==> src/design/hsvk_pkg.sv <==
// ----------------------------------------------------------------------------
// hsvk_pkg
// Shared constants and types for the hsv range color key pipeline.
// ----------------------------------------------------------------------------
package hsvk_pkg;

   // fixed-point formats
   localparam int unsigned HUE_BITS  = 15;      // hue in 1/64 degree
   localparam int unsigned UNIT_BITS = 17;      // q1.16, 65536 is 1.0
   localparam int unsigned QUOT_BITS = 17;      // quotient bits from the divider chain
   localparam int unsigned UNIT_SHIFT = 16;     // fraction bits of q1.16

   localparam int unsigned HUE_FULL    = 23040; // 360 degrees
   localparam int unsigned HUE_SEXTANT = 3840;  // 60 degrees
   localparam int unsigned UNIT_ONE    = 65536;

   // register file
   localparam int unsigned REG_INDEX_BITS = 3;
   localparam int unsigned CSR_DATA_BITS  = 17;

   typedef enum logic [REG_INDEX_BITS-1:0] {
      REG_HUE_CENTER    = 3'd0,
      REG_HUE_HALFWIDTH = 3'd1,
      REG_SAT_CENTER    = 3'd2,
      REG_SAT_HALFWIDTH = 3'd3,
      REG_VAL_CENTER    = 3'd4,
      REG_VAL_HALFWIDTH = 3'd5,
      REG_INVERT_KEY    = 3'd6
   } reg_index_type;

endpackage

==> src/design/hsvk_if.sv <==
// ----------------------------------------------------------------------------
// hsvk channel interfaces
// Pixel request, keyed pixel response and register write channels.
// ----------------------------------------------------------------------------
interface hsvk_req_if #(parameter int unsigned CHANNEL_BITS = 8);
   logic                    valid;
   logic                    ready;
   logic [CHANNEL_BITS-1:0] red_in;
   logic [CHANNEL_BITS-1:0] green_in;
   logic [CHANNEL_BITS-1:0] blue_in;
   logic [CHANNEL_BITS-1:0] alpha_in;

   modport source (output valid, red_in, green_in, blue_in, alpha_in, input ready);
   modport sink   (input valid, red_in, green_in, blue_in, alpha_in, output ready);
endinterface

interface hsvk_rsp_if #(parameter int unsigned CHANNEL_BITS = 8);
   logic                    valid;
   logic                    ready;
   logic [CHANNEL_BITS-1:0] red_out;
   logic [CHANNEL_BITS-1:0] green_out;
   logic [CHANNEL_BITS-1:0] blue_out;
   logic [CHANNEL_BITS-1:0] alpha_out;
   logic                    keyed_out;

   modport source (output valid, red_out, green_out, blue_out, alpha_out, keyed_out,
                   input ready);
   modport sink   (input valid, red_out, green_out, blue_out, alpha_out, keyed_out,
                   output ready);
endinterface

interface hsvk_csr_if;
   import hsvk_pkg::*;
   logic                      valid;
   logic                      ready;
   logic [REG_INDEX_BITS-1:0] reg_index;
   logic [CSR_DATA_BITS-1:0]  wdata;

   modport source (output valid, reg_index, wdata, input ready);
   modport sink   (input valid, reg_index, wdata, output ready);
endinterface

==> src/design/hsvk_front.sv <==
// ----------------------------------------------------------------------------
// hsvk_front
// Two pipeline stages: max/min/delta, then hue and saturation dividends and
// value by folding division by the full-scale channel code.
// ----------------------------------------------------------------------------
module hsvk_front #(
   parameter int unsigned CHANNEL_BITS = 8
) (
   input  logic                                        clock,
   input  logic                                        reset,
   input  logic                                        in_valid,
   output logic                                        in_ready,
   input  logic [CHANNEL_BITS-1:0]                     in_red,
   input  logic [CHANNEL_BITS-1:0]                     in_green,
   input  logic [CHANNEL_BITS-1:0]                     in_blue,
   input  logic [CHANNEL_BITS-1:0]                     in_alpha,
   output logic                                        out_valid,
   input  logic                                        out_ready,
   output logic [CHANNEL_BITS-1:0]                     out_red,
   output logic [CHANNEL_BITS-1:0]                     out_green,
   output logic [CHANNEL_BITS-1:0]                     out_blue,
   output logic [CHANNEL_BITS-1:0]                     out_alpha,
   output logic [hsvk_pkg::UNIT_BITS-1:0]              out_val,
   output logic [CHANNEL_BITS+hsvk_pkg::QUOT_BITS-1:0] out_hue_num,
   output logic [CHANNEL_BITS-1:0]                     out_hue_den,
   output logic [CHANNEL_BITS+hsvk_pkg::QUOT_BITS-1:0] out_sat_num,
   output logic [CHANNEL_BITS-1:0]                     out_sat_den,
   output logic                                        out_hue_zero,
   output logic                                        out_sat_zero
);
   import hsvk_pkg::*;

   localparam int unsigned NUM_BITS  = CHANNEL_BITS + QUOT_BITS;
   localparam int unsigned VAL_FOLDS = 4;
   localparam logic [UNIT_BITS-1:0] CHAN_MAX = UNIT_BITS'((1 << CHANNEL_BITS) - 1);

   typedef enum logic [1:0] {
      HUE_RED_UP   = 2'd0,
      HUE_RED_DOWN = 2'd1,
      HUE_GREEN    = 2'd2,
      HUE_BLUE     = 2'd3
   } sextant_type;

   // stage a
   logic                    a_valid_ff;
   logic                    a_ready;
   logic [CHANNEL_BITS-1:0] red_a_ff, green_a_ff, blue_a_ff, alpha_a_ff;
   logic [CHANNEL_BITS-1:0] max_a_ff, max_a_in;
   logic [CHANNEL_BITS-1:0] delta_a_ff, delta_a_in;
   logic [CHANNEL_BITS-1:0] min_val;
   sextant_type             sel_a_ff, sel_a_in;

   // stage b
   logic                    b_valid_ff;
   logic                    b_ready;
   logic [CHANNEL_BITS-1:0] red_b_ff, green_b_ff, blue_b_ff, alpha_b_ff;
   logic [UNIT_BITS-1:0]    val_b_ff, val_b_in;
   logic [UNIT_BITS-1:0]    fold_rem;
   logic [NUM_BITS-1:0]     hue_num_b_ff, hue_num_b_in;
   logic [NUM_BITS-1:0]     sat_num_b_ff;
   logic [CHANNEL_BITS-1:0] delta_b_ff, max_b_ff;

   assign a_ready  = !a_valid_ff || b_ready;
   assign b_ready  = !b_valid_ff || out_ready;
   assign in_ready = a_ready;

   always_comb begin
      max_a_in = in_red;
      min_val  = in_red;
      if (in_green > max_a_in) max_a_in = in_green;
      if (in_blue > max_a_in) max_a_in = in_blue;
      if (in_green < min_val) min_val = in_green;
      if (in_blue < min_val) min_val = in_blue;
      delta_a_in = max_a_in - min_val;
      // red wins ties, then green
      if (in_red == max_a_in) begin
         sel_a_in = (in_green >= in_blue) ? HUE_RED_UP : HUE_RED_DOWN;
      end else if (in_green == max_a_in) begin
         sel_a_in = HUE_GREEN;
      end else begin
         sel_a_in = HUE_BLUE;
      end
   end

   always_ff @(posedge clock) begin
      if (reset) begin
         a_valid_ff <= 1'b0;
      end else if (a_ready) begin
         a_valid_ff <= in_valid;
      end
      if (in_valid && a_ready) begin
         red_a_ff   <= in_red;
         green_a_ff <= in_green;
         blue_a_ff  <= in_blue;
         alpha_a_ff <= in_alpha;
         max_a_ff   <= max_a_in;
         delta_a_ff <= delta_a_in;
         sel_a_ff   <= sel_a_in;
      end
   end

   // hue dividend, always nonnegative in each sextant
   always_comb begin
      case (sel_a_ff)
         HUE_RED_UP: begin
            hue_num_b_in = NUM_BITS'(HUE_SEXTANT) * NUM_BITS'(green_a_ff - blue_a_ff);
         end
         HUE_RED_DOWN: begin
            hue_num_b_in = NUM_BITS'(HUE_FULL) * NUM_BITS'(delta_a_ff)
                         - NUM_BITS'(HUE_SEXTANT) * NUM_BITS'(blue_a_ff - green_a_ff);
         end
         HUE_GREEN: begin
            hue_num_b_in = NUM_BITS'(2 * HUE_SEXTANT) * NUM_BITS'(delta_a_ff)
                         + NUM_BITS'(HUE_SEXTANT) * NUM_BITS'(blue_a_ff)
                         - NUM_BITS'(HUE_SEXTANT) * NUM_BITS'(red_a_ff);
         end
         default: begin
            hue_num_b_in = NUM_BITS'(4 * HUE_SEXTANT) * NUM_BITS'(delta_a_ff)
                         + NUM_BITS'(HUE_SEXTANT) * NUM_BITS'(red_a_ff)
                         - NUM_BITS'(HUE_SEXTANT) * NUM_BITS'(green_a_ff);
         end
      endcase
   end

   // value = max * 2^16 / (2^n - 1): fold high part onto low part, since
   // 2^n is one more than the divisor, then one final correction
   always_comb begin
      fold_rem = UNIT_BITS'(max_a_ff) << (UNIT_SHIFT - CHANNEL_BITS);
      val_b_in = fold_rem;
      for (int k = 0; k < VAL_FOLDS; k++) begin
         val_b_in = val_b_in + (fold_rem >> CHANNEL_BITS);
         fold_rem = (fold_rem >> CHANNEL_BITS) + (fold_rem & CHAN_MAX);
      end
      if (fold_rem >= CHAN_MAX) val_b_in = val_b_in + UNIT_BITS'(1);
   end

   always_ff @(posedge clock) begin
      if (reset) begin
         b_valid_ff <= 1'b0;
      end else if (b_ready) begin
         b_valid_ff <= a_valid_ff;
      end
      if (a_valid_ff && b_ready) begin
         red_b_ff     <= red_a_ff;
         green_b_ff   <= green_a_ff;
         blue_b_ff    <= blue_a_ff;
         alpha_b_ff   <= alpha_a_ff;
         val_b_ff     <= val_b_in;
         hue_num_b_ff <= hue_num_b_in;
         sat_num_b_ff <= NUM_BITS'(delta_a_ff) << UNIT_SHIFT;
         delta_b_ff   <= delta_a_ff;
         max_b_ff     <= max_a_ff;
      end
   end

   assign out_valid    = b_valid_ff;
   assign out_red      = red_b_ff;
   assign out_green    = green_b_ff;
   assign out_blue     = blue_b_ff;
   assign out_alpha    = alpha_b_ff;
   assign out_val      = val_b_ff;
   assign out_hue_num  = hue_num_b_ff;
   assign out_hue_den  = delta_b_ff;
   assign out_sat_num  = sat_num_b_ff;
   assign out_sat_den  = max_b_ff;
   assign out_hue_zero = (delta_b_ff == '0);
   assign out_sat_zero = (max_b_ff == '0);

endmodule

==> src/design/hsvk_div_stage.sv <==
// ----------------------------------------------------------------------------
// hsvk_div_stage
// One restoring-division step for hue and saturation side by side, with
// its own elastic register and a sideband that rides along.
// ----------------------------------------------------------------------------
module hsvk_div_stage #(
   parameter int unsigned CHANNEL_BITS = 8,
   parameter int unsigned SHIFT        = 0,
   parameter int unsigned SIDE_BITS    = 1
) (
   input  logic                                        clock,
   input  logic                                        reset,
   input  logic                                        in_valid,
   output logic                                        in_ready,
   input  logic [CHANNEL_BITS+hsvk_pkg::QUOT_BITS-1:0] in_hue_rem,
   input  logic [CHANNEL_BITS-1:0]                     in_hue_den,
   input  logic [hsvk_pkg::QUOT_BITS-1:0]              in_hue_quot,
   input  logic [CHANNEL_BITS+hsvk_pkg::QUOT_BITS-1:0] in_sat_rem,
   input  logic [CHANNEL_BITS-1:0]                     in_sat_den,
   input  logic [hsvk_pkg::QUOT_BITS-1:0]              in_sat_quot,
   input  logic [SIDE_BITS-1:0]                        in_side,
   output logic                                        out_valid,
   input  logic                                        out_ready,
   output logic [CHANNEL_BITS+hsvk_pkg::QUOT_BITS-1:0] out_hue_rem,
   output logic [CHANNEL_BITS-1:0]                     out_hue_den,
   output logic [hsvk_pkg::QUOT_BITS-1:0]              out_hue_quot,
   output logic [CHANNEL_BITS+hsvk_pkg::QUOT_BITS-1:0] out_sat_rem,
   output logic [CHANNEL_BITS-1:0]                     out_sat_den,
   output logic [hsvk_pkg::QUOT_BITS-1:0]              out_sat_quot,
   output logic [SIDE_BITS-1:0]                        out_side
);
   import hsvk_pkg::*;

   localparam int unsigned NUM_BITS = CHANNEL_BITS + QUOT_BITS;

   logic                    valid_ff;
   logic [NUM_BITS-1:0]     hue_step, sat_step;
   logic                    hue_take, sat_take;
   logic [NUM_BITS-1:0]     hue_rem_ff, hue_rem_in, sat_rem_ff, sat_rem_in;
   logic [CHANNEL_BITS-1:0] hue_den_ff, sat_den_ff;
   logic [QUOT_BITS-1:0]    hue_quot_ff, sat_quot_ff;
   logic [SIDE_BITS-1:0]    side_ff;

   assign hue_step   = NUM_BITS'(in_hue_den) << SHIFT;
   assign sat_step   = NUM_BITS'(in_sat_den) << SHIFT;
   assign hue_take   = (in_hue_rem >= hue_step);
   assign sat_take   = (in_sat_rem >= sat_step);
   assign hue_rem_in = hue_take ? in_hue_rem - hue_step : in_hue_rem;
   assign sat_rem_in = sat_take ? in_sat_rem - sat_step : in_sat_rem;

   assign in_ready = !valid_ff || out_ready;

   always_ff @(posedge clock) begin
      if (reset) begin
         valid_ff <= 1'b0;
      end else if (in_ready) begin
         valid_ff <= in_valid;
      end
      if (in_valid && in_ready) begin
         hue_rem_ff  <= hue_rem_in;
         sat_rem_ff  <= sat_rem_in;
         hue_den_ff  <= in_hue_den;
         sat_den_ff  <= in_sat_den;
         hue_quot_ff <= {in_hue_quot[QUOT_BITS-2:0], hue_take};
         sat_quot_ff <= {in_sat_quot[QUOT_BITS-2:0], sat_take};
         side_ff     <= in_side;
      end
   end

   assign out_valid    = valid_ff;
   assign out_hue_rem  = hue_rem_ff;
   assign out_hue_den  = hue_den_ff;
   assign out_hue_quot = hue_quot_ff;
   assign out_sat_rem  = sat_rem_ff;
   assign out_sat_den  = sat_den_ff;
   assign out_sat_quot = sat_quot_ff;
   assign out_side     = side_ff;

endmodule

==> src/design/hsvk_window.sv <==
// ----------------------------------------------------------------------------
// hsvk_window
// Key registers, window bounds, in-window test stage and output register.
// ----------------------------------------------------------------------------
module hsvk_window #(
   parameter int unsigned CHANNEL_BITS = 8
) (
   input  logic                           clock,
   input  logic                           reset,
   hsvk_csr_if.sink                       csr_chan,
   input  logic                           in_valid,
   output logic                           in_ready,
   input  logic [hsvk_pkg::QUOT_BITS-1:0] in_hue_quot,
   input  logic [hsvk_pkg::QUOT_BITS-1:0] in_sat_quot,
   input  logic [hsvk_pkg::UNIT_BITS-1:0] in_val,
   input  logic                           in_hue_zero,
   input  logic                           in_sat_zero,
   input  logic [CHANNEL_BITS-1:0]        in_red,
   input  logic [CHANNEL_BITS-1:0]        in_green,
   input  logic [CHANNEL_BITS-1:0]        in_blue,
   input  logic [CHANNEL_BITS-1:0]        in_alpha,
   hsvk_rsp_if.source                     rsp_chan
);
   import hsvk_pkg::*;

   // key registers
   logic [HUE_BITS-1:0]  hue_center_ff, hue_half_ff;
   logic [UNIT_BITS-1:0] sat_center_ff, sat_half_ff, val_center_ff, val_half_ff;
   logic                 invert_ff;

   // window bounds
   logic [HUE_BITS:0]    hue_top;
   logic [UNIT_BITS:0]   sat_top, val_top;
   logic [HUE_BITS-1:0]  hue_lo_ff, hue_lo_in, hue_hi_ff, hue_hi_in;
   logic [UNIT_BITS-1:0] sat_lo_ff, sat_lo_in, sat_hi_ff, sat_hi_in;
   logic [UNIT_BITS-1:0] val_lo_ff, val_lo_in, val_hi_ff, val_hi_in;

   // test stage
   logic                    c_valid_ff, c_ready;
   logic                    inside_ff, inside_in;
   logic [QUOT_BITS-1:0]    hue_val, sat_val;
   logic [CHANNEL_BITS-1:0] red_c_ff, green_c_ff, blue_c_ff, alpha_c_ff;

   // output stage
   logic                    d_valid_ff, d_ready;
   logic                    keyed_in, keyed_ff;
   logic [CHANNEL_BITS-1:0] red_d_ff, green_d_ff, blue_d_ff, alpha_d_ff;

   assign csr_chan.ready = 1'b1;

   always_ff @(posedge clock) begin
      if (reset) begin
         hue_center_ff <= '0;
         hue_half_ff   <= '0;
         sat_center_ff <= '0;
         sat_half_ff   <= '0;
         val_center_ff <= '0;
         val_half_ff   <= '0;
         invert_ff     <= 1'b0;
      end else if (csr_chan.valid) begin
         case (reg_index_type'(csr_chan.reg_index))
            REG_HUE_CENTER:    hue_center_ff <= csr_chan.wdata[HUE_BITS-1:0];
            REG_HUE_HALFWIDTH: hue_half_ff   <= csr_chan.wdata[HUE_BITS-1:0];
            REG_SAT_CENTER:    sat_center_ff <= csr_chan.wdata[UNIT_BITS-1:0];
            REG_SAT_HALFWIDTH: sat_half_ff   <= csr_chan.wdata[UNIT_BITS-1:0];
            REG_VAL_CENTER:    val_center_ff <= csr_chan.wdata[UNIT_BITS-1:0];
            REG_VAL_HALFWIDTH: val_half_ff   <= csr_chan.wdata[UNIT_BITS-1:0];
            REG_INVERT_KEY:    invert_ff     <= csr_chan.wdata[0];
            default: ;
         endcase
      end
   end

   // center -/+ halfwidth, clamped to 0 and the component limit
   always_comb begin
      hue_top   = {1'b0, hue_center_ff} + {1'b0, hue_half_ff};
      sat_top   = {1'b0, sat_center_ff} + {1'b0, sat_half_ff};
      val_top   = {1'b0, val_center_ff} + {1'b0, val_half_ff};
      hue_lo_in = (hue_center_ff > hue_half_ff) ? hue_center_ff - hue_half_ff : '0;
      sat_lo_in = (sat_center_ff > sat_half_ff) ? sat_center_ff - sat_half_ff : '0;
      val_lo_in = (val_center_ff > val_half_ff) ? val_center_ff - val_half_ff : '0;
      hue_hi_in = (hue_top > (HUE_BITS+1)'(HUE_FULL)) ? HUE_BITS'(HUE_FULL)
                                                       : hue_top[HUE_BITS-1:0];
      sat_hi_in = (sat_top > (UNIT_BITS+1)'(UNIT_ONE)) ? UNIT_BITS'(UNIT_ONE)
                                                        : sat_top[UNIT_BITS-1:0];
      val_hi_in = (val_top > (UNIT_BITS+1)'(UNIT_ONE)) ? UNIT_BITS'(UNIT_ONE)
                                                        : val_top[UNIT_BITS-1:0];
   end

   always_ff @(posedge clock) begin
      hue_lo_ff <= hue_lo_in;
      hue_hi_ff <= hue_hi_in;
      sat_lo_ff <= sat_lo_in;
      sat_hi_ff <= sat_hi_in;
      val_lo_ff <= val_lo_in;
      val_hi_ff <= val_hi_in;
   end

   // grey gives hue 0, black gives saturation 0
   assign hue_val = in_hue_zero ? '0 : in_hue_quot;
   assign sat_val = in_sat_zero ? '0 : in_sat_quot;

   assign inside_in = (hue_val >= QUOT_BITS'(hue_lo_ff)) && (hue_val <= QUOT_BITS'(hue_hi_ff))
                   && (sat_val >= QUOT_BITS'(sat_lo_ff)) && (sat_val <= QUOT_BITS'(sat_hi_ff))
                   && (in_val >= val_lo_ff) && (in_val <= val_hi_ff);

   assign d_ready  = !d_valid_ff || rsp_chan.ready;
   assign c_ready  = !c_valid_ff || d_ready;
   assign in_ready = c_ready;

   always_ff @(posedge clock) begin
      if (reset) begin
         c_valid_ff <= 1'b0;
      end else if (c_ready) begin
         c_valid_ff <= in_valid;
      end
      if (in_valid && c_ready) begin
         inside_ff  <= inside_in;
         red_c_ff   <= in_red;
         green_c_ff <= in_green;
         blue_c_ff  <= in_blue;
         alpha_c_ff <= in_alpha;
      end
   end

   assign keyed_in = inside_ff ^ invert_ff;

   always_ff @(posedge clock) begin
      if (reset) begin
         d_valid_ff <= 1'b0;
      end else if (d_ready) begin
         d_valid_ff <= c_valid_ff;
      end
      if (c_valid_ff && d_ready) begin
         keyed_ff   <= keyed_in;
         red_d_ff   <= keyed_in ? '0 : red_c_ff;
         green_d_ff <= keyed_in ? '0 : green_c_ff;
         blue_d_ff  <= keyed_in ? '0 : blue_c_ff;
         alpha_d_ff <= keyed_in ? '0 : alpha_c_ff;
      end
   end

   assign rsp_chan.valid     = d_valid_ff;
   assign rsp_chan.keyed_out = keyed_ff;
   assign rsp_chan.red_out   = red_d_ff;
   assign rsp_chan.green_out = green_d_ff;
   assign rsp_chan.blue_out  = blue_d_ff;
   assign rsp_chan.alpha_out = alpha_d_ff;

endmodule

==> src/design/hsv_range_color_key.sv <==
// path: req accept, front stages, divider chain, window stages, then rsp valid
// throughput: one pixel per cycle unless rsp stalls; 17-step divider fully staged
// every stage is elastic, so a stalled rsp only holds stages that are full
// reset: synchronous, clears all valid bits and key registers, no clearing pass
// ----------------------------------------------------------------------------
// hsv_range_color_key
// Converts each rgba pixel to hsv and clears it when its in-window test
// disagrees with the invert setting.
// ----------------------------------------------------------------------------
module hsv_range_color_key #(
   parameter int unsigned CHANNEL_BITS = 8
) (
   input  logic       clock,
   input  logic       reset,
   hsvk_req_if.sink   req_chan,
   hsvk_rsp_if.source rsp_chan,
   hsvk_csr_if.sink   csr_chan
);
   import hsvk_pkg::*;

   localparam int unsigned NUM_BITS   = CHANNEL_BITS + QUOT_BITS;
   localparam int unsigned DIV_STAGES = QUOT_BITS;
   // sideband: alpha, blue, green, red, value, hue-zero, sat-zero
   localparam int unsigned SIDE_BITS  = 4 * CHANNEL_BITS + UNIT_BITS + 2;

   // front end outputs
   logic                    front_valid, front_ready;
   logic [CHANNEL_BITS-1:0] front_red, front_green, front_blue, front_alpha;
   logic [UNIT_BITS-1:0]    front_val;
   logic                    front_hue_zero, front_sat_zero;

   // divider chain, index k feeds stage k
   logic [DIV_STAGES:0]     div_valid, div_ready;
   logic [NUM_BITS-1:0]     hue_rem  [DIV_STAGES+1];
   logic [CHANNEL_BITS-1:0] hue_den  [DIV_STAGES+1];
   logic [QUOT_BITS-1:0]    hue_quot [DIV_STAGES+1];
   logic [NUM_BITS-1:0]     sat_rem  [DIV_STAGES+1];
   logic [CHANNEL_BITS-1:0] sat_den  [DIV_STAGES+1];
   logic [QUOT_BITS-1:0]    sat_quot [DIV_STAGES+1];
   logic [SIDE_BITS-1:0]    side     [DIV_STAGES+1];

   // unpacked sideband at the end of the chain
   logic [CHANNEL_BITS-1:0] tail_red, tail_green, tail_blue, tail_alpha;
   logic [UNIT_BITS-1:0]    tail_val;
   logic                    tail_hue_zero, tail_sat_zero;

   // stages 1-2: max/min/delta, then dividends, divisors and value
   hsvk_front #(.CHANNEL_BITS(CHANNEL_BITS)) u_front (
      .clock        (clock),
      .reset        (reset),
      .in_valid     (req_chan.valid),
      .in_ready     (front_ready),
      .in_red       (req_chan.red_in),
      .in_green     (req_chan.green_in),
      .in_blue      (req_chan.blue_in),
      .in_alpha     (req_chan.alpha_in),
      .out_valid    (front_valid),
      .out_ready    (div_ready[0]),
      .out_red      (front_red),
      .out_green    (front_green),
      .out_blue     (front_blue),
      .out_alpha    (front_alpha),
      .out_val      (front_val),
      .out_hue_num  (hue_rem[0]),
      .out_hue_den  (hue_den[0]),
      .out_sat_num  (sat_rem[0]),
      .out_sat_den  (sat_den[0]),
      .out_hue_zero (front_hue_zero),
      .out_sat_zero (front_sat_zero)
   );

   assign req_chan.ready = front_ready;
   assign div_valid[0]   = front_valid;
   assign hue_quot[0]    = '0;
   assign sat_quot[0]    = '0;
   assign side[0]        = {front_alpha, front_blue, front_green, front_red,
                            front_val, front_hue_zero, front_sat_zero};

   // stages 3-19: one quotient bit per stage, msb first; hue and saturation
   // are divided side by side so the pixel needs no reordering
   for (genvar k = 0; k < DIV_STAGES; k++) begin : g_div
      hsvk_div_stage #(
         .CHANNEL_BITS (CHANNEL_BITS),
         .SHIFT        (DIV_STAGES - 1 - k),
         .SIDE_BITS    (SIDE_BITS)
      ) u_stage (
         .clock        (clock),
         .reset        (reset),
         .in_valid     (div_valid[k]),
         .in_ready     (div_ready[k]),
         .in_hue_rem   (hue_rem[k]),
         .in_hue_den   (hue_den[k]),
         .in_hue_quot  (hue_quot[k]),
         .in_sat_rem   (sat_rem[k]),
         .in_sat_den   (sat_den[k]),
         .in_sat_quot  (sat_quot[k]),
         .in_side      (side[k]),
         .out_valid    (div_valid[k+1]),
         .out_ready    (div_ready[k+1]),
         .out_hue_rem  (hue_rem[k+1]),
         .out_hue_den  (hue_den[k+1]),
         .out_hue_quot (hue_quot[k+1]),
         .out_sat_rem  (sat_rem[k+1]),
         .out_sat_den  (sat_den[k+1]),
         .out_sat_quot (sat_quot[k+1]),
         .out_side     (side[k+1])
      );
   end

   assign {tail_alpha, tail_blue, tail_green, tail_red,
           tail_val, tail_hue_zero, tail_sat_zero} = side[DIV_STAGES];

   // stages 20-21: window test, then keyed output register
   hsvk_window #(.CHANNEL_BITS(CHANNEL_BITS)) u_window (
      .clock       (clock),
      .reset       (reset),
      .csr_chan    (csr_chan),
      .in_valid    (div_valid[DIV_STAGES]),
      .in_ready    (div_ready[DIV_STAGES]),
      .in_hue_quot (hue_quot[DIV_STAGES]),
      .in_sat_quot (sat_quot[DIV_STAGES]),
      .in_val      (tail_val),
      .in_hue_zero (tail_hue_zero),
      .in_sat_zero (tail_sat_zero),
      .in_red      (tail_red),
      .in_green    (tail_green),
      .in_blue     (tail_blue),
      .in_alpha    (tail_alpha),
      .rsp_chan    (rsp_chan)
   );

endmodule

==> src/flat_wrapper.sv <==
// flat-port wrapper written by rule: the top's interface ports become plain ports
module hsv_range_color_key_flat import hsvk_pkg::*;
#(
   parameter int unsigned CHANNEL_BITS = 8
)
  (clock, reset, req_chan_valid, req_chan_red_in, req_chan_green_in, req_chan_blue_in, req_chan_alpha_in, req_chan_ready, rsp_chan_valid, rsp_chan_red_out, rsp_chan_green_out, rsp_chan_blue_out, rsp_chan_alpha_out, rsp_chan_keyed_out, rsp_chan_ready, csr_chan_valid, csr_chan_reg_index, csr_chan_wdata, csr_chan_ready);
  hsvk_req_if #(.CHANNEL_BITS(CHANNEL_BITS)) req_chan_i ();
  hsvk_rsp_if #(.CHANNEL_BITS(CHANNEL_BITS)) rsp_chan_i ();
  hsvk_csr_if csr_chan_i ();
  input  logic clock;
  input  logic reset;
  input wire logic [$bits(req_chan_i.valid)-1:0] req_chan_valid;
  input wire logic [$bits(req_chan_i.red_in)-1:0] req_chan_red_in;
  input wire logic [$bits(req_chan_i.green_in)-1:0] req_chan_green_in;
  input wire logic [$bits(req_chan_i.blue_in)-1:0] req_chan_blue_in;
  input wire logic [$bits(req_chan_i.alpha_in)-1:0] req_chan_alpha_in;
  output wire logic [$bits(req_chan_i.ready)-1:0] req_chan_ready;
  output wire logic [$bits(rsp_chan_i.valid)-1:0] rsp_chan_valid;
  output wire logic [$bits(rsp_chan_i.red_out)-1:0] rsp_chan_red_out;
  output wire logic [$bits(rsp_chan_i.green_out)-1:0] rsp_chan_green_out;
  output wire logic [$bits(rsp_chan_i.blue_out)-1:0] rsp_chan_blue_out;
  output wire logic [$bits(rsp_chan_i.alpha_out)-1:0] rsp_chan_alpha_out;
  output wire logic [$bits(rsp_chan_i.keyed_out)-1:0] rsp_chan_keyed_out;
  input wire logic [$bits(rsp_chan_i.ready)-1:0] rsp_chan_ready;
  input wire logic [$bits(csr_chan_i.valid)-1:0] csr_chan_valid;
  input wire logic [$bits(csr_chan_i.reg_index)-1:0] csr_chan_reg_index;
  input wire logic [$bits(csr_chan_i.wdata)-1:0] csr_chan_wdata;
  output wire logic [$bits(csr_chan_i.ready)-1:0] csr_chan_ready;
  assign req_chan_i.valid = req_chan_valid;
  assign req_chan_i.red_in = req_chan_red_in;
  assign req_chan_i.green_in = req_chan_green_in;
  assign req_chan_i.blue_in = req_chan_blue_in;
  assign req_chan_i.alpha_in = req_chan_alpha_in;
  assign req_chan_ready = req_chan_i.ready;
  assign rsp_chan_valid = rsp_chan_i.valid;
  assign rsp_chan_red_out = rsp_chan_i.red_out;
  assign rsp_chan_green_out = rsp_chan_i.green_out;
  assign rsp_chan_blue_out = rsp_chan_i.blue_out;
  assign rsp_chan_alpha_out = rsp_chan_i.alpha_out;
  assign rsp_chan_keyed_out = rsp_chan_i.keyed_out;
  assign rsp_chan_i.ready = rsp_chan_ready;
  assign csr_chan_i.valid = csr_chan_valid;
  assign csr_chan_i.reg_index = csr_chan_reg_index;
  assign csr_chan_i.wdata = csr_chan_wdata;
  assign csr_chan_ready = csr_chan_i.ready;
  hsv_range_color_key #(.CHANNEL_BITS(CHANNEL_BITS)) u_core (.clock(clock), .reset(reset), .req_chan(req_chan_i), .rsp_chan(rsp_chan_i), .csr_chan(csr_chan_i));
endmodule
==> config.mk <==
export PLATFORM = sky130hd
export DESIGN_NAME = hsv_range_color_key_flat
export DESIGN_NICKNAME = d
export VERILOG_FILES = /design/src/design/hsvk_pkg.sv /design/src/design/hsvk_if.sv /design/src/design/hsvk_front.sv /design/src/design/hsvk_div_stage.sv /design/src/design/hsvk_window.sv /design/src/design/hsv_range_color_key.sv /design/src/flat_wrapper.sv
export SDC_FILE = /design/constraint.sdc
export NUM_CORES = 2
export LEC_CHECK = 0
export BUFFER_PORTS_ARGS = -buffer_cell sky130_fd_sc_hd__buf_2
export CAP_MARGIN = 0
export CORE_MARGIN = 4
export CORE_UTILIZATION = 45
export CTS_CLUSTER_DIAMETER = 120
export DETAILED_ROUTE_END_ITERATION = 16
export HOLD_SLACK_MARGIN = 0.12
export PLACE_DENSITY_LB_ADDON = 0.08
export SETUP_SLACK_MARGIN = 0.4
export SLEW_MARGIN = 20
export SYNTH_ARGS = -nofsm -noshare
export SYNTH_HDL_FRONTEND = slang
export SYNTH_SLANG_ARGS = --single-unit
==> constraint.sdc <==
create_clock -name clock -period 15 [get_ports clock]
set_input_delay 4.5 -clock clock [delete_from_list [all_inputs] [get_ports clock]]
set_output_delay 4.5 -clock clock [all_outputs]
set_load 0.02 [all_outputs]
# --- After elaboration in Yosys (flattened, before gate mapping) ---
# Index checks and enable logic that the tools add are counted.
op_classes:
  mux: 43
  eq_ne: 10
  order_cmp: 52
  bitwise: 1
  add_sub_neg: 48
  multipliers: 8
  reduce_logical: 79
ops:
  columns: ["cell", "count"]
  rows:
  - ["2-to-1 mux 25 bit", 31]
  - ["case mux 25 bit (3 select lines)", 1]
  - ["multiplier 4 x 8 -> 12 bit (first input constant)", 5]
  - ["2-to-1 mux 17 bit", 3]
  - ["greater-or-equal comparator 25 x 10 -> 1 bit", 2]
  - ["greater-or-equal comparator 25 x 11 -> 1 bit", 2]
  - ["greater-or-equal comparator 25 x 12 -> 1 bit", 2]
  - ["greater-or-equal comparator 25 x 13 -> 1 bit", 2]
  - ["greater-or-equal comparator 25 x 14 -> 1 bit", 2]
  - ["greater-or-equal comparator 25 x 15 -> 1 bit", 2]
  - ["greater-or-equal comparator 25 x 16 -> 1 bit", 2]
  - ["greater-or-equal comparator 25 x 17 -> 1 bit", 2]
  - ["greater-or-equal comparator 25 x 18 -> 1 bit", 2]
  - ["greater-or-equal comparator 25 x 19 -> 1 bit", 2]
  - ["greater-or-equal comparator 25 x 20 -> 1 bit", 2]
  - ["greater-or-equal comparator 25 x 21 -> 1 bit", 2]
  - ["greater-or-equal comparator 25 x 22 -> 1 bit", 2]
  - ["greater-or-equal comparator 25 x 23 -> 1 bit", 2]
  - ["greater-or-equal comparator 25 x 8 -> 1 bit", 2]
  - ["greater-or-equal comparator 25 x 9 -> 1 bit", 2]
  - ["multiplier 4 x 25 -> 17 bit (first input constant)", 2]
  - ["subtractor 25 x 10 -> 25 bit", 2]
  - ["subtractor 25 x 11 -> 25 bit", 2]
  - ["subtractor 25 x 12 -> 25 bit", 2]
  - ["60 further kinds", 161]
totals:
  input_bits: 57
  word_cells: 416
  out_inout_bits: 36
  register_bits: 2653

# --- Longest topological paths before layout ---
depth:
  depth_word: 23
  mapped_depth: 28
  depth_no_buf: 28

# --- Modules after synthesis ---
# A second synthesis with hierarchy kept.
unflattened:
  cells_unflattened: 9419
  area_unflattened_um2: 132882.4
modules_own_cells:
  columns: ["mod", "instances", "cells_each", "seq_area_each_um2", "area_each_um2"]
  rows:
  - ["hsvk_window", 1, 1827, 5965.7, 15646.3]
  - ["hsvk_front", 1, 1389, 3973.8, 14516.4]
  - ["hsvk_div_stage (u_core.g_div[16].u_stage)", 1, 423, 4554.4, 6381.1]
  - ["hsvk_div_stage (u_core.g_div[14].u_stage)", 1, 406, 4554.4, 6341.1]
  - ["hsvk_div_stage (u_core.g_div[15].u_stage)", 1, 402, 4554.4, 6262.3]
  - ["hsvk_div_stage (u_core.g_div[13].u_stage)", 1, 390, 4554.4, 6211.0]
  - ["hsvk_div_stage (u_core.g_div[12].u_stage)", 1, 388, 4554.4, 6133.4]
  - ["hsvk_div_stage (u_core.g_div[8].u_stage)", 1, 370, 4554.4, 6108.4]
  - ["hsvk_div_stage (u_core.g_div[9].u_stage)", 1, 371, 4554.4, 6105.9]
  - ["hsvk_div_stage (u_core.g_div[10].u_stage)", 1, 373, 4554.4, 6098.3]
  - ["hsvk_div_stage (u_core.g_div[11].u_stage)", 1, 370, 4554.4, 6047.0]
  - ["hsvk_div_stage (u_core.g_div[7].u_stage)", 1, 373, 4554.4, 6015.8]
  - ["hsvk_div_stage (u_core.g_div[6].u_stage)", 1, 346, 4554.4, 5933.2]
  - ["hsvk_div_stage (u_core.g_div[5].u_stage)", 1, 349, 4554.4, 5925.7]
  - ["6 more rows", null, null, null, null]

# --- Least setup slack after synthesis ---
# No wires, ideal clock.
synth_path:
  kind: "input-to-reg"
  startpoint: "input rsp_chan_ready"
  endpoint: "register u_core.g_div[14].u_stage.hue_den_ff[0] (enable)"
  t_required_ns: 14.140
  n_path_buf: 1
  stages: 4
  arrival_time_ns: 15.276
  setup_ns: 0.860
  slack_ns: -1.136
  path_cell_list: "and3b_1 and3_1 clkbuf_1 a21boi_0"
synth_via:
  elab_chain_cells: 6
synth_rtl:
  columns: ["item", "line", "text"]
  rows:
  - ["from (decl)", "flat_wrapper.sv:24", "input wire logic [$bits(rsp_chan_i.ready)-1:0] rsp_chan_ready;"]
  - ["logical OR 1 bit", "hsvk_window.sv:107", "assign d_ready = !d_valid_ff || rsp_chan.ready;"]
  - ["logical OR 1 bit", "hsvk_window.sv:108", "assign c_ready = !c_valid_ff || d_ready;"]
  - ["logical OR 1 bit (3 in a row)", "hsvk_div_stage.sv:51", "assign in_ready = !valid_ff || out_ready;"]
  - ["logical AND 1 bit", "hsvk_div_stage.sv:59", "if (in_valid && in_ready) begin"]
  - ["to (signal assigned)", "hsvk_div_stage.sv:62", "hue_den_ff <= in_hue_den;"]
  - ["to (decl)", "hsvk_div_stage.sv:40", "logic [CHANNEL_BITS-1:0] hue_den_ff, sat_den_ff;"]
# No other way between the ends.
# A chain may end at the register's enable or synchronous reset.

# --- Worst setup path after layout ---
layout_path:
  startpoint: "input rsp_chan_ready"
  endpoint: "output req_chan_ready"
layout_via:
  elab_chain_cells: 21
layout_rtl:
  columns: ["item", "line", "text"]
  rows:
  - ["logical OR 1 bit", "hsvk_window.sv:107", null]
  - ["logical OR 1 bit", "hsvk_window.sv:108", null]
  - ["logical OR 1 bit (17 in a row)", "hsvk_div_stage.sv:51", null]
  - ["logical OR 1 bit", "hsvk_front.sv:64", "assign b_ready = !b_valid_ff || out_ready;"]
  - ["logical OR 1 bit", "hsvk_front.sv:63", "assign a_ready = !a_valid_ff || b_ready;"]
  - ["to (decl)", "flat_wrapper.sv:17", "output wire logic [$bits(req_chan_i.ready)-1:0] req_chan_ready;"]
# No other way between the ends.

==> flow_metrics.tcl <==
set metrics [dict create \
    die_area_um2 250000 \
    dp_hpwl_um 156000 \
    grt_max_degree 131 \
    yosysWarnings 0 \
    finalHoldWorstSlack_ps 378 \
    crit_path_end "req_chan_ready" \
    grt_pass1_wl_um 346000 \
    leakagePower_nw 45.0 \
    post_cts_buffers 0 \
    gp_congestion 0.877 \
    initial_utilization_pct 45.3 \
    rr_worst_depth 25 \
    grtUsageMet3_pct 2.74 \
    grt_overflow_total 0 \
    core_region_area_um2 241000 \
    max_slew_margin_pct 26.9 \
    cts.sinks 2391 \
    placed_cell_area_um2 114000 \
    final_cell_area_um2 122000 \
    peakVddDrop_mv 0.532 \
    fillCellCount 20600 \
    syn_nets 9135 \
    final.period_utilization_pct 80.6 \
    reg2reg_to "u_core.u_front.out_hue_num[23]" \
    cts-resized-gates 0 \
    nNetsFinal 9421 \
    rsz0062_at_grt "false" \
    r2r_setup_slack_ps 7740 \
    max_stage_delay_ps 470 \
    hold_violations 0 \
    wl_per_cell_um 18.1 \
    cap_violations 0 \
    yosys_register_bits 2391 \
    area_growth_syn_to_layout_pct 12.2 \
    ios 93 \
    crit_chain "buf_2 -> and3b_1 -> and3_1 -> nand3_1 -> nor3_1 -> buf_4 -> nand2_1 -> nor2_1 -> and3_1 -> nand2_1 -> buf_2" \
    cp.arrival_ps 7600 \
    ant_nets 0 \
    worst_pin_slew_ps 1080 \
    grt_use_met2_pct 30.2 \
    via_per_inst 5.11 \
    drv_slew 0 \
    io_buffers 91 \
    end_kind "output pin" \
    cp_max_fo 7 \
    root_buffer "clkbuf_16" \
    fp.dieH_um 500 \
    antenna_found_initial 3 \
    start_kind "primary input" \
    clockBufferDepth 4 \
    dr_total_vias 60900 \
    firstDrtPassIters 5 \
    drc 0 \
    fin_skew_ps 56.7 \
    critPathSlowestCell "nor3_1" \
    ys_types 86 \
    synthCells 8249 \
    required_ps 10500 \
    syn-cell-area_um2 109000 \
    critPathKind "in -> out" \
    outcome "finished clean" \
    track_usage_pct 17.4 \
    cts_buffers 280 \
    r2r-start "u_core.u_front.green_a_ff[1]" \
    clk_pin_slew_ps 60 \
    synth_area_per_cell_um2 13.2 \
    place_ws_ps 2820 \
    die_x_um 500 \
    fin_ws_ps 2900 \
    cts_tree "done" \
    ys_seq_area_share_pct 63.8 \
    period_needed_ps 12100 \
    async_flop_share_pct 0 \
    ctsHoldBuffers 0 \
    routed_wl_um 216000 \
    worstHoldPathType "reg -> reg" \
    clk_latency_ps 920 \
    ys.flop_type "edfxtp_1" \
    rows 180 \
    grtUsageMet1_pct 22.5 \
    setup_violations 0 \
    tns_ps 0 \
    synth_edf_count 2173 \
    busiest_layer "met2" \
    max_freq_ghz 0.0827 \
    drive_gt1_share_pct 7.24 \
    drt_iter0_drc 3200 \
    h-tree-depth 5 \
    grt_pass1_vias 62600 \
    p_per_area_nw_per_um2 210 \
    startpoint "rsp_chan_ready" \
    whs_path_depth 0 \
]
## placed cells by master, fill, tap and decap left out, types with 30 or more instances in the layout
cell type  count
nand2b_1      97
xnor2_1      306
nor2b_1      163
a211oi_1      30
a21boi_0      68
and3_1        43
clkinv_1      46
buf_4         56
clkbuf_1      53
and2_1        50
inv_1        873
nand4_1       77
mux2i_1       39
nor2_1       489
xor2_1       255
nor3_1       156
o31ai_1       66
nor4_1        94
o21a_1        57
nand2_1      554
buf_2         90
clkinv_2      39
or3_1         68
o21ai_0      310
or4_1         35
clkbuf_16    284
ha_1         677
o21bai_1      45
a21oi_1      467
nand3_1       78
dfxtp_1      218
a21o_1       109
fa_1         152
edfxtp_1    2173
## where the power goes
part | internal, mW | switching (mW)
Clock | 3.91 | 2.53
Sequential | 7.48 | 0.135
Combinational | 4.94 | 6.68
Total | 16.3 | 9.34
## final cells by class
class	instances	area, um2	share of cell area (%)
Sequential cell	2391	69600	56.9
Timing Repair Buffer	149	931	0.761
Clock inverter	130	1280	1.04
Inverter	875	3280	2.68
Multi-Input combinational cell	4838	35900	29.3
Tap cell	3185	3990	3.26
Antenna cell	3	7.51	0.00613
Clock buffer	345	7420	6.06
## sequential cells by signal (all words and copies together), names as in the netlist, 128 cells and up
signal	flops
u_core.g_div.u_stage.out_sat_den	128
u_core.g_div.u_stage.out_hue_rem	300
u_core.g_div.u_stage.out_sat_rem	264
u_core.g_div.u_stage.out_side	850
u_core.g_div.u_stage.out_sat_quot	153
u_core.g_div.u_stage.out_hue_den	128
u_core.g_div.u_stage.out_hue_quot	153
## stage by stage
step	power, mW	std cells	util (%)
2_1_floorplan	16.1	8249	-
3_3_place_gp	19.2	11400	47.2
3_5_place_dp	19.3	11400	47.2
4_1_cts	25.9	11900	50.8
5_1_grt	27.3	11900	50.8
6_report	25.7	11900	50.8
## cell usage after synthesis (68+ instances only)
master | number | share of area (%)
xor2_1 | 255 | 2.0
edfxtp_1 | 2173 | 60
nand2_1 | 554 | 1.9
dfxtp_1 | 218 | 4.0
xnor2_1 | 307 | 2.5
nor2_1 | 492 | 1.7
a21o_1 | 109 | 0.75
fa_1 | 152 | 2.8
clkbuf_1 | 135 | 0.46
nor2b_1 | 173 | 0.99
nand2b_1 | 97 | 0.56
or3_1 | 68 | 0.39
nand4_1 | 77 | 0.44
ha_1 | 677 | 7.8
nand3_1 | 78 | 0.36
nor3_1 | 156 | 0.72
a21oi_1 | 471 | 2.2
nor4_1 | 95 | 0.54
inv_1 | 873 | 3.0
o21ai_0 | 310 | 1.4
a21boi_0 | 71 | 0.49
## worst min path at each step
stage,from,slack [ps],endpoint
6_report,u_core.g_div[15].u_stage.out_side[0],380,u_core.g_div[16].u_stage.out_side[0]
3_3_place_gp,u_core.g_div[15].u_stage.out_side[0],400,u_core.g_div[16].u_stage.out_side[0]
4_1_cts,u_core.g_div[15].u_stage.out_side[0],370,u_core.g_div[16].u_stage.out_side[0]
3_5_place_dp,u_core.u_front.out_val[14],400,u_core.g_div[0].u_stage.out_side[16]
5_1_grt,u_core.g_div[9].u_stage.out_side[40],390,u_core.g_div[10].u_stage.out_side[40]
2_1_floorplan,u_core.u_front.out_val[8],400,u_core.g_div[0].u_stage.out_side[10]
## kinds of logic after synthesis
group | after synthesis | synth area share [%]
fa+ha+maj | 830 | 10.6
buf+inv | 1020 | 3.52
flops | 2391 | 63.8
compound gates | 1335 | 7.55
xor+xnor | 562 | 4.51
simple gates | 2040 | 9.26
mux | 70 | 0.770
other cells | 1 | 0.00344
## worst max-delay path: cells and delay by family
kind	cells	cell delay, ps
buffers and inverters	3	540
AND/OR/NAND/NOR	8	2540
## metal layers
metal | share of wire (%) | up-vias
li1 | - | 30200
met3 | 3.6 | 371
met1 | 45 | 29500
met5 | 0 | -
met4 | 2.5 | 0
met2 | 49 | 880
(Power assumes the default switching activity.)
